==> src/hw/rtl/msot_pkg.sv <==
// Package for the median slew offset tracker: sizes, payload types, register
// indexes, controller states and the control structs between the submodules.
// Depends on nothing; every other file of the block imports it.
package msot_pkg;

	localparam int MAX_WINDOW      = 32;
	localparam int TIME_BITS       = 48;
	localparam int OFFSET_BITS     = TIME_BITS + 1;
	localparam int WIN_BITS        = $clog2(MAX_WINDOW + 1);
	localparam int POS_BITS        = (MAX_WINDOW > 1) ? $clog2(MAX_WINDOW) : 1;
	localparam int CNT_BITS        = $clog2(OFFSET_BITS);
	localparam int LIMIT_BITS      = 32;
	localparam int WINDOW_REG_BITS = 6;
	localparam int CFG_IDX_BITS    = 1;

	typedef logic        [TIME_BITS-1:0]    time_t;
	typedef logic signed [OFFSET_BITS-1:0]  offset_t;
	typedef logic signed [OFFSET_BITS:0]    diff_t;
	typedef logic        [WIN_BITS-1:0]     win_t;
	typedef logic        [POS_BITS-1:0]     pos_t;
	typedef logic        [CNT_BITS-1:0]     bit_cnt_t;
	typedef logic        [LIMIT_BITS-1:0]   limit_t;
	typedef logic        [MAX_WINDOW-1:0]   mask_t;
	typedef logic        [CFG_IDX_BITS-1:0] cfg_idx_t;

	typedef enum logic [CFG_IDX_BITS-1:0] {
		REG_WINDOW = 1'b0,
		REG_DRIFT  = 1'b1
	} cfg_reg_t;

	typedef enum logic [2:0] {
		ST_IDLE,
		ST_WRITE,
		ST_SELECT,
		ST_SLEW,
		ST_LIMIT,
		ST_OUT
	} state_t;

	typedef struct packed {
		logic  start;
		win_t  rank;
		mask_t live;
	} sel_req_t;

	typedef struct packed {
		logic busy;
		logic done;
	} sel_stat_t;

	typedef struct packed {
		logic start;
		logic clear;
		logic first;
	} slew_req_t;

	typedef struct packed {
		logic done;
		logic snapped;
	} slew_stat_t;

endpackage

==> src/hw/rtl/msot_if.sv <==
// Handshake channels of the offset tracker: the timestamp word in and the
// result word out, each with valid, ready and payload.
// Depends on msot_pkg.
interface msot_stamp_if;
	import msot_pkg::*;
	logic  valid;
	logic  ready;
	time_t server_time;
	time_t client_time;

	modport source (output valid, output server_time, output client_time, input ready);
	modport sink (input valid, input server_time, input client_time, output ready);
endinterface

interface msot_result_if;
	import msot_pkg::*;
	logic    valid;
	logic    ready;
	offset_t slewed_offset;
	offset_t window_median;
	logic    snapped;

	modport source (output valid, output slewed_offset, output window_median,
		output snapped, input ready);
	modport sink (input valid, input slewed_offset, input window_median,
		input snapped, output ready);
endinterface

==> src/hw/rtl/msot_ring.sv <==
// Sample ring of the offset tracker: one circular shift register per entry,
// rotated one bit per cycle while rot_en is set, so each shows its top bit.
// Depends on msot_pkg.
module msot_ring (
	input  logic           clk,
	input  logic           wr_en,
	input  msot_pkg::pos_t wr_pos,
	input  msot_pkg::offset_t wr_data,
	input  logic           rot_en,
	output msot_pkg::mask_t top_bits
);
	import msot_pkg::*;

	offset_t entry_q [MAX_WINDOW];

	always_ff @(posedge clk) begin
		for (int i = 0; i < MAX_WINDOW; i++) begin
			if (wr_en && wr_pos == POS_BITS'(i)) begin
				entry_q[i] <= wr_data;
			end else if (rot_en) begin
				entry_q[i] <= {entry_q[i][OFFSET_BITS-2:0], entry_q[i][OFFSET_BITS-1]};
			end
		end
	end

	always_comb begin
		for (int i = 0; i < MAX_WINDOW; i++) begin
			top_bits[i] = entry_q[i][OFFSET_BITS-1];
		end
	end

endmodule

==> src/hw/rtl/msot_select.sv <==
// Bit-serial rank selector: finds the entry of a given rank among the live
// ring entries, one result bit per cycle from the sign bit down.
// Depends on msot_pkg.
module msot_select (
	input  logic                clk,
	input  logic                arst_n,
	input  msot_pkg::sel_req_t  req,
	input  msot_pkg::mask_t     top_bits,
	output msot_pkg::sel_stat_t stat,
	output msot_pkg::offset_t   median
);
	import msot_pkg::*;

	logic     busy_q;
	bit_cnt_t cnt_q;
	win_t     rank_q;
	mask_t    live_q;
	offset_t  med_q;

	logic  first_bit;
	logic  last_bit;
	mask_t cand;
	mask_t low_mask;
	win_t  low_cnt;
	logic  go_low;

	always_comb begin
		first_bit = (cnt_q == '0);
		last_bit  = (cnt_q == CNT_BITS'(OFFSET_BITS - 1));
		// The sign bit orders the other way round, so it is inverted.
		cand      = top_bits ^ {MAX_WINDOW{first_bit}};
		low_mask  = live_q & ~cand;
		low_cnt   = '0;
		for (int i = 0; i < MAX_WINDOW; i++) begin
			low_cnt = low_cnt + WIN_BITS'(low_mask[i]);
		end
		go_low = (rank_q < low_cnt);
	end

	always_ff @(posedge clk or negedge arst_n) begin
		if (!arst_n) begin
			busy_q <= 1'b0;
			cnt_q  <= '0;
		end else if (req.start) begin
			busy_q <= 1'b1;
			cnt_q  <= '0;
		end else if (busy_q) begin
			cnt_q <= cnt_q + 1'b1;
			if (last_bit) begin
				busy_q <= 1'b0;
			end
		end
	end

	always_ff @(posedge clk) begin
		if (req.start) begin
			rank_q <= req.rank;
			live_q <= req.live;
		end else if (busy_q) begin
			if (go_low) begin
				live_q <= low_mask;
			end else begin
				live_q <= live_q & cand;
				rank_q <= rank_q - low_cnt;
			end
			med_q <= {med_q[OFFSET_BITS-2:0], (~go_low) ^ first_bit};
		end
	end

	assign stat.busy = busy_q;
	assign stat.done = busy_q && last_bit;
	assign median    = med_q;

	a_rank_in_live: assert property (@(posedge clk) disable iff (!arst_n)
		busy_q |-> (32'(rank_q) < $countones(live_q)))
		else $error("selector rank lies outside the live entries");

	a_busy_run: assert property (@(posedge clk) disable iff (!arst_n)
		(busy_q && !last_bit && !req.start) |=> (busy_q && cnt_q == $past(cnt_q) + 1'b1))
		else $error("selector pass stopped early");

endmodule

==> src/hw/rtl/msot_slew.sv <==
// Slew limiter: keeps the applied offset and moves it toward the median by
// at most the drift limit, or snaps it on the first sample.
// Depends on msot_pkg.
module msot_slew (
	input  logic                 clk,
	input  logic                 arst_n,
	input  msot_pkg::slew_req_t  req,
	input  msot_pkg::offset_t    median,
	input  msot_pkg::limit_t     limit,
	output msot_pkg::slew_stat_t stat,
	output msot_pkg::offset_t    applied
);
	import msot_pkg::*;

	offset_t cur_q;
	logic    run_s1;
	logic    first_s1;
	diff_t   diff_s1;

	offset_t lim_off;
	diff_t   lim_ext;
	logic    above;
	logic    below;
	offset_t cur_next;

	always_comb begin
		lim_off = {{(OFFSET_BITS - LIMIT_BITS){1'b0}}, limit};
		lim_ext = {{(OFFSET_BITS + 1 - LIMIT_BITS){1'b0}}, limit};
		above   = (diff_s1 > lim_ext);
		below   = (diff_s1 < -lim_ext);
		if (first_s1) begin
			cur_next = median;
		end else if (above) begin
			cur_next = cur_q + lim_off;
		end else if (below) begin
			cur_next = cur_q - lim_off;
		end else begin
			cur_next = median;
		end
	end

	always_ff @(posedge clk or negedge arst_n) begin
		if (!arst_n) begin
			cur_q    <= '0;
			run_s1   <= 1'b0;
			first_s1 <= 1'b0;
		end else begin
			run_s1 <= req.start;
			if (req.start) begin
				first_s1 <= req.first;
			end
			if (req.clear) begin
				cur_q <= '0;
			end else if (run_s1) begin
				cur_q <= cur_next;
			end
		end
	end

	always_ff @(posedge clk) begin
		if (req.start) begin
			diff_s1 <= diff_t'(median) - diff_t'(cur_q);
		end
	end

	assign stat.done    = run_s1;
	assign stat.snapped = first_s1;
	assign applied      = cur_q;

endmodule

==> src/hw/rtl/median_slew_offset_tracker_core.sv <==
// Median slew offset tracker, top level: controller, configuration and result register.
// Each accepted timestamp word is written to the ring, passes the bit-serial median
// pass and the slew limiter and loads its result word before a new word is accepted.
// A waiting result does not stop the next timestamp word from being accepted.
// Reset clears the sample state and sets window 1, drift limit 0; no clearing pass.
// Depends on msot_pkg, msot_if, msot_ring, msot_select and msot_slew.
module median_slew_offset_tracker_core (
	input  logic               clk,
	input  logic               arst_n,
	msot_stamp_if.sink         stamp,
	msot_result_if.source      result,
	input  logic               wr_en,
	input  msot_pkg::cfg_idx_t wr_index,
	input  msot_pkg::limit_t   wr_data
);
	import msot_pkg::*;

	state_t  state_q;
	state_t  state_next;
	win_t    win_q;
	limit_t  lim_q;
	pos_t    pos_q;
	win_t    fill_q;
	logic    has_first_q;
	time_t   srv_q;
	time_t   cli_q;
	logic    out_valid_q;
	offset_t out_app_q;
	offset_t out_med_q;
	logic    out_snap_q;

	logic                  win_wr;
	logic [WINDOW_REG_BITS-1:0] win_raw;
	win_t                  win_new;
	win_t                  fill_next;
	pos_t                  pos_next;
	offset_t               raw_diff;
	logic                  ring_wr;
	mask_t                 top_bits;
	sel_req_t              sel_req;
	sel_stat_t             sel_stat;
	offset_t               median;
	slew_req_t             slew_req;
	slew_stat_t            slew_stat;
	offset_t               applied;
	logic                  out_load;
	logic                  take;

	always_comb begin
		win_wr  = wr_en && (wr_index == REG_WINDOW);
		win_raw = wr_data[WINDOW_REG_BITS-1:0];
		if (win_raw == '0) begin
			win_new = WIN_BITS'(1);
		end else if (32'(win_raw) > MAX_WINDOW) begin
			win_new = WIN_BITS'(MAX_WINDOW);
		end else begin
			win_new = WIN_BITS'(win_raw);
		end
		fill_next = (fill_q < win_q) ? fill_q + 1'b1 : fill_q;
		if (WIN_BITS'(pos_q) + 1'b1 >= win_q) begin
			pos_next = '0;
		end else begin
			pos_next = pos_q + 1'b1;
		end
		raw_diff = offset_t'({1'b0, srv_q}) - offset_t'({1'b0, cli_q});
	end

	always_comb begin
		state_next = state_q;
		unique case (state_q)
			ST_IDLE: begin
				if (stamp.valid) begin
					state_next = ST_WRITE;
				end
			end
			ST_WRITE: state_next = ST_SELECT;
			ST_SELECT: begin
				if (sel_stat.done) begin
					state_next = ST_SLEW;
				end
			end
			ST_SLEW: state_next = ST_LIMIT;
			ST_LIMIT: begin
				if (slew_stat.done) begin
					state_next = ST_OUT;
				end
			end
			ST_OUT: begin
				if (!out_valid_q || result.ready) begin
					state_next = ST_IDLE;
				end
			end
			default: state_next = ST_IDLE;
		endcase
	end

	always_comb begin
		stamp.ready    = 1'b0;
		ring_wr        = 1'b0;
		sel_req.start  = 1'b0;
		sel_req.rank   = fill_next >> 1;
		slew_req.start = 1'b0;
		slew_req.clear = win_wr;
		slew_req.first = !has_first_q;
		out_load       = 1'b0;
		for (int i = 0; i < MAX_WINDOW; i++) begin
			sel_req.live[i] = (32'(i) < 32'(fill_next));
		end
		unique case (state_q)
			ST_IDLE: stamp.ready = 1'b1;
			ST_WRITE: begin
				ring_wr       = 1'b1;
				sel_req.start = 1'b1;
			end
			ST_SELECT: ;
			ST_SLEW: slew_req.start = 1'b1;
			ST_LIMIT: ;
			ST_OUT: out_load = !out_valid_q || result.ready;
			default: ;
		endcase
	end

	assign take = stamp.valid && stamp.ready;

	always_ff @(posedge clk or negedge arst_n) begin
		if (!arst_n) begin
			state_q     <= ST_IDLE;
			win_q       <= WIN_BITS'(1);
			lim_q       <= '0;
			pos_q       <= '0;
			fill_q      <= '0;
			has_first_q <= 1'b0;
			out_valid_q <= 1'b0;
		end else begin
			state_q <= state_next;
			if (win_wr) begin
				win_q       <= win_new;
				pos_q       <= '0;
				fill_q      <= '0;
				has_first_q <= 1'b0;
			end else begin
				if (ring_wr) begin
					pos_q  <= pos_next;
					fill_q <= fill_next;
				end
				if (out_load) begin
					has_first_q <= 1'b1;
				end
			end
			if (wr_en && wr_index == REG_DRIFT) begin
				lim_q <= wr_data;
			end
			if (out_load) begin
				out_valid_q <= 1'b1;
			end else if (result.ready) begin
				out_valid_q <= 1'b0;
			end
		end
	end

	always_ff @(posedge clk) begin
		if (take) begin
			srv_q <= stamp.server_time;
			cli_q <= stamp.client_time;
		end
		if (out_load) begin
			out_app_q  <= applied;
			out_med_q  <= median;
			out_snap_q <= slew_stat.snapped;
		end
	end

	msot_ring u_ring (
		.clk      (clk),
		.wr_en    (ring_wr),
		.wr_pos   (pos_q),
		.wr_data  (raw_diff),
		.rot_en   (sel_stat.busy),
		.top_bits (top_bits)
	);

	msot_select u_select (
		.clk      (clk),
		.arst_n   (arst_n),
		.req      (sel_req),
		.top_bits (top_bits),
		.stat     (sel_stat),
		.median   (median)
	);

	msot_slew u_slew (
		.clk     (clk),
		.arst_n  (arst_n),
		.req     (slew_req),
		.median  (median),
		.limit   (lim_q),
		.stat    (slew_stat),
		.applied (applied)
	);

	assign result.valid          = out_valid_q;
	assign result.slewed_offset  = out_app_q;
	assign result.window_median  = out_med_q;
	assign result.snapped        = out_snap_q;

	a_fill_in_window: assert property (@(posedge clk) disable iff (!arst_n)
		fill_q <= win_q)
		else $error("sample count exceeds the window");

	a_pos_in_window: assert property (@(posedge clk) disable iff (!arst_n)
		WIN_BITS'(pos_q) < win_q)
		else $error("ring position outside the window");

	a_first_has_sample: assert property (@(posedge clk) disable iff (!arst_n)
		has_first_q |-> (fill_q != '0))
		else $error("offset tracking started without a sample");

	a_result_from_out: assert property (@(posedge clk) disable iff (!arst_n)
		$rose(out_valid_q) |-> ($past(state_q) == ST_OUT))
		else $error("result word raised outside the output step");

endmodule

==> src/flat_wrapper.sv <==
// flat-port wrapper written by rule: the top's interface ports become plain ports
module median_slew_offset_tracker_core_flat import msot_pkg::*;
  (clk, arst_n, wr_en, wr_index, wr_data, stamp_valid, stamp_server_time, stamp_client_time, stamp_ready, result_valid, result_slewed_offset, result_window_median, result_snapped, result_ready);
  msot_stamp_if stamp_i ();
  msot_result_if result_i ();
  input  logic clk;
  input  logic arst_n;
  input  logic wr_en;
  input  msot_pkg::cfg_idx_t wr_index;
  input  msot_pkg::limit_t wr_data;
  input wire logic [$bits(stamp_i.valid)-1:0] stamp_valid;
  input wire logic [$bits(stamp_i.server_time)-1:0] stamp_server_time;
  input wire logic [$bits(stamp_i.client_time)-1:0] stamp_client_time;
  output wire logic [$bits(stamp_i.ready)-1:0] stamp_ready;
  output wire logic [$bits(result_i.valid)-1:0] result_valid;
  output wire logic [$bits(result_i.slewed_offset)-1:0] result_slewed_offset;
  output wire logic [$bits(result_i.window_median)-1:0] result_window_median;
  output wire logic [$bits(result_i.snapped)-1:0] result_snapped;
  input wire logic [$bits(result_i.ready)-1:0] result_ready;
  assign stamp_i.valid = stamp_valid;
  assign stamp_i.server_time = stamp_server_time;
  assign stamp_i.client_time = stamp_client_time;
  assign stamp_ready = stamp_i.ready;
  assign result_valid = result_i.valid;
  assign result_slewed_offset = result_i.slewed_offset;
  assign result_window_median = result_i.window_median;
  assign result_snapped = result_i.snapped;
  assign result_i.ready = result_ready;
  median_slew_offset_tracker_core u_core (.clk(clk), .arst_n(arst_n), .stamp(stamp_i), .result(result_i), .wr_en(wr_en), .wr_index(wr_index), .wr_data(wr_data));
endmodule
==> config.mk <==
export PLATFORM = sky130hd
export DESIGN_NAME = median_slew_offset_tracker_core_flat
export DESIGN_NICKNAME = d
export VERILOG_FILES = /design/src/hw/rtl/msot_pkg.sv /design/src/hw/rtl/msot_if.sv /design/src/hw/rtl/msot_ring.sv /design/src/hw/rtl/msot_select.sv /design/src/hw/rtl/msot_slew.sv /design/src/hw/rtl/median_slew_offset_tracker_core.sv /design/src/flat_wrapper.sv
export SDC_FILE = /design/constraint.sdc
export NUM_CORES = 2
export LEC_CHECK = 0
export ABC_AREA = 1
export ABC_CLOCK_PERIOD_IN_PS = 10200
export BUFFER_PORTS_ARGS = -buffer_cell sky130_fd_sc_hd__buf_4
export CORE_ASPECT_RATIO = 0.75
export CORE_MARGIN = 2
export CORE_UTILIZATION = 35
export DETAILED_ROUTE_END_ITERATION = 16
export PLACE_DENSITY = 0.61
export SETUP_SLACK_MARGIN = 0.3
export SKIP_LAST_GASP = 1
export SLEW_MARGIN = 0
export SYNTH_ARGS = -nofsm -noshare
export SYNTH_HDL_FRONTEND = slang
export SYNTH_SLANG_ARGS = --single-unit
==> constraint.sdc <==
create_clock -name clk -period 10.2 [get_ports clk]
set_clock_uncertainty 0.2 [all_clocks]
set_input_delay 2.55 -clock clk [delete_from_list [all_inputs] [get_ports clk]]
set_output_delay 2.55 -clock clk [all_outputs]
set_load 0.05 [all_outputs]
==> metrics <==
status complete, no violations; period utilization roughly 83%; Relative slew margins 18.4%; full die area 284000 um^2; Req. time, crit path 10.61 ns; Final ANT Viol Nets 0; Setup TNS Final 0 ns; FF+latch count, synth roughly 2.0k; CP bufs+invs 9; Clock Latency Late Sink 0.90 ns; setup bufs post-CTS 0; Global Route Usage Sum approximately 23%; clock sinks 2012; final setup fails 0; Placed Instance Area 104000 um^2; largest cells by area after synthesis edfxtp_1, nand2_1, o21ai_0; vias in the first global route ~68k; FF-to-FF setup slack 1.71 ns; root buffer cell clkbuf_16; crit-path leading delay family adder cells; Min-Delay Endpoint u_core.u_ring.entry_q[0][387]; PortBufs 234; Worst Tran Pin Value roughly 1.2 ns; Worst Hold Class register to register; Leak 46.5 nW; ys async rst share 5.57%; area leader, netlist edfxtp_1; Hold Path Stages 2; number of flops mapped to enable cells by yosys roughly 1.9k; CTS tree built; clock buffer depth 4; Data arrival, critical path ~8.9 ns; Power, Total 38.3 mW; Pins Over Slew Limit 0; final core utilization about two fifths; post-synthesis cell count a little under 10k; crit end category register; Detailed Place HPWL 220000 um; largest net degree at the start of global routing 90; routed wl met3 32300 um; via count roughly 74k; post-DR vias/cell 5.32; # IOs roughly 240; Residual DRC 0; GPL Wtd Cong 0.994; Most common cell on crit path fa_1; CP max FO 25; post-CTS sizing 0; Die X 615 um; top sig layer met5; global-route wire length before repair 484000 um; CTS H-tree lvls 4; Tmin final 8.49 ns; crit path launch type register; syn nets just over 10k; placed cell count 13.5k; layout cell share with drive strength beyond 1 just under 9%; Seq pwr share 41.2%; highest clock rate 0.118 GHz; MaxCap Viol Count 0; CP max stage cell fa_1; YS warnings 0; final hold vios 0; Worst-path clk slew ~0.070 ns; Setup CP Type register to register; Power Density roughly 350 nW/um^2; GRT Residual Overflow 0; TritonCTS Buffers 209; R2R Path Start u_core.u_select.cnt_q[0]; core area 279000 um^2; R2R depth 31; num rows approximately 170; met1 wire length 156000 um; register area share after synthesis approximately three fifths; initial DRC count around 11k; die height approximately 460 um; Synth top area share 58.2%; Routed WL per cell 24.4 um; post-route worst setup slack around 1.7 ns; area grow syn2layout 12.5%; pre-CTS WS 1.62 ns; Unique masters post-synth 67; Max VDD drop 0.352 mV; combinational share of power 39.1%; final WL around 340000 um; DR WL met2 141000 um; fin cells 13.9k; Net Sw Frac about two fifths; drt first pass iters 9; nets 10.4k; worst hold margin 0.257 ns; Top FF cell, synth edfxtp_1; CP peak stage delay 0.55 ns; Post-Synthesis Cell Area 98000 um^2; Pint 22.4 mW; Hold Path Origin u_core.u_ring.entry_q[0][386]; Design Area, Final 110000 um^2; P_sw 16.0 mW; RSZ-0062 raised after global routing false; initial antenna violation count 34; Initial Utilization 35.1%; RR Endpoint u_core.u_select.live_q[21]; Clock Power Share 19.7%; Mapped Avg Cell Area 9.85 um^2; # hold bufs at CTS 0
## cells in the final DEF (no fill, tap or decap), types with 10 or more instances in the layout
master,instances
nand2_1,2905
edfxtp_1,1899
o21ai_0,1378
inv_1,639
nor2_1,548
nand3_1,402
buf_4,374
a21oi_1,331
ha_1,276
clkbuf_16,211
o21ai_1,171
xor2_1,157
dfrtp_1,111
nor3_1,59
nand2_2,48
inv_2,46
a31oi_1,38
clkinv_1,38
clkinv_2,38
clkbuf_1,37
nand4_1,33
fa_1,28
a21o_1,24
xnor2_1,24
o21a_1,22
o211ai_1,19
nor4_1,19
xnor2_2,18
o21bai_1,17
xor2_4,15
nor2_2,13
bufinv_16,13
diode_2,12
nor2_4,12
inv_6,10
## kinds of logic after synthesis
| group | count (synthesis) | synth area share (%) |
|---|---|---|
| AND/OR/NAND/NOR | 4090 | 16.8 |
| AO/OA/AOI/OAI | 2063 | 11.0 |
| flip-flops | 2012 | 61.1 |
| buffers and inverters | 1260 | 5.08 |
| adder cells (fa/ha/maj) | 305 | 4.12 |
| XOR/XNOR | 217 | 1.96 |
## registers in the layout (all words and copies together), names as in the netlist, 48 cells and up
register and cells:
u_core.u_ring.entry_q 1568, u_core.u_slew.diff_s1 50, u_core.result.slewed_offset 49, u_core.result.window_median 49, u_core.u_select.median 49, u_core.u_slew.applied 49
u_core.cli_q 48, u_core.srv_q 48
## how the worst max path moves through the flow
stage / from / cells after the start / slack (ns) / end
after floorplan: stamp_valid / 2 / 1.65 / u_core.cli_q[0]
after global placement: u_core.u_select.cnt_q[0] / 31 / 1.41 / u_core.u_select.live_q[21]
after detailed placement: u_core.u_select.cnt_q[0] / 31 / 1.62 / u_core.u_select.live_q[8]
after CTS: u_core.u_select.cnt_q[0] / 31 / 1.63 / u_core.u_select.live_q[21]
after global routing: u_core.u_select.cnt_q[0] / 34 / 1.17 / u_core.u_select.live_q[21]
final: u_core.u_select.cnt_q[0] / 31 / 1.71 / u_core.u_select.live_q[21]
## power by group through the flow
stage	clock network (mW)	logic [mW]	registers, mW
finish	7.56	15.0	15.8
floorplan	0	8.53	15.3
CTS	7.69	14.8	15.8
global route	7.99	16.3	16.1
global placement	0	14.6	15.8
detailed placement	0	14.7	15.9
## worst min-delay path, cell delays in order (launching register included)
cell      delay [ns]
edfxtp_1        0.32
nand2_1         0.05
o21ai_0         0.06
## cell type report
class | instances | area (um^2)
timing repair buffer | 374 | 2810
clock inverter | 120 | 1030
antenna | 12 | 30.0
sequential | 2012 | 59800
multi-input combinational | 6675 | 33800
tap | 3740 | 4680
fill | 27200 | 169000
inverter | 685 | 2570
clock buffer | 252 | 5470
## layer usage
layer / vias up / GRT usage (%)
met5: - / 0
met4: 6 / 6.05
met3: 419 / 4.80
met2: 3298 / 33.4
met1: 36100 / 34.9
li1: 33900 / -
## cells in the mapped netlist (all sizes together), types with 44 or more instances
| master | n |
|---|---|
| edfxtp | 1899 |
| a21oi | 342 |
| buf | 167 |
| nor2 | 573 |
| nand3 | 408 |
| xor2 | 173 |
| nand2 | 2959 |
| xnor2 | 44 |
| clkbuf | 408 |
| dfrtp | 111 |
| inv | 685 |
| ha | 276 |
| nor3 | 65 |
| o21ai | 1558 |
Power figures use the tool's default switching activity.
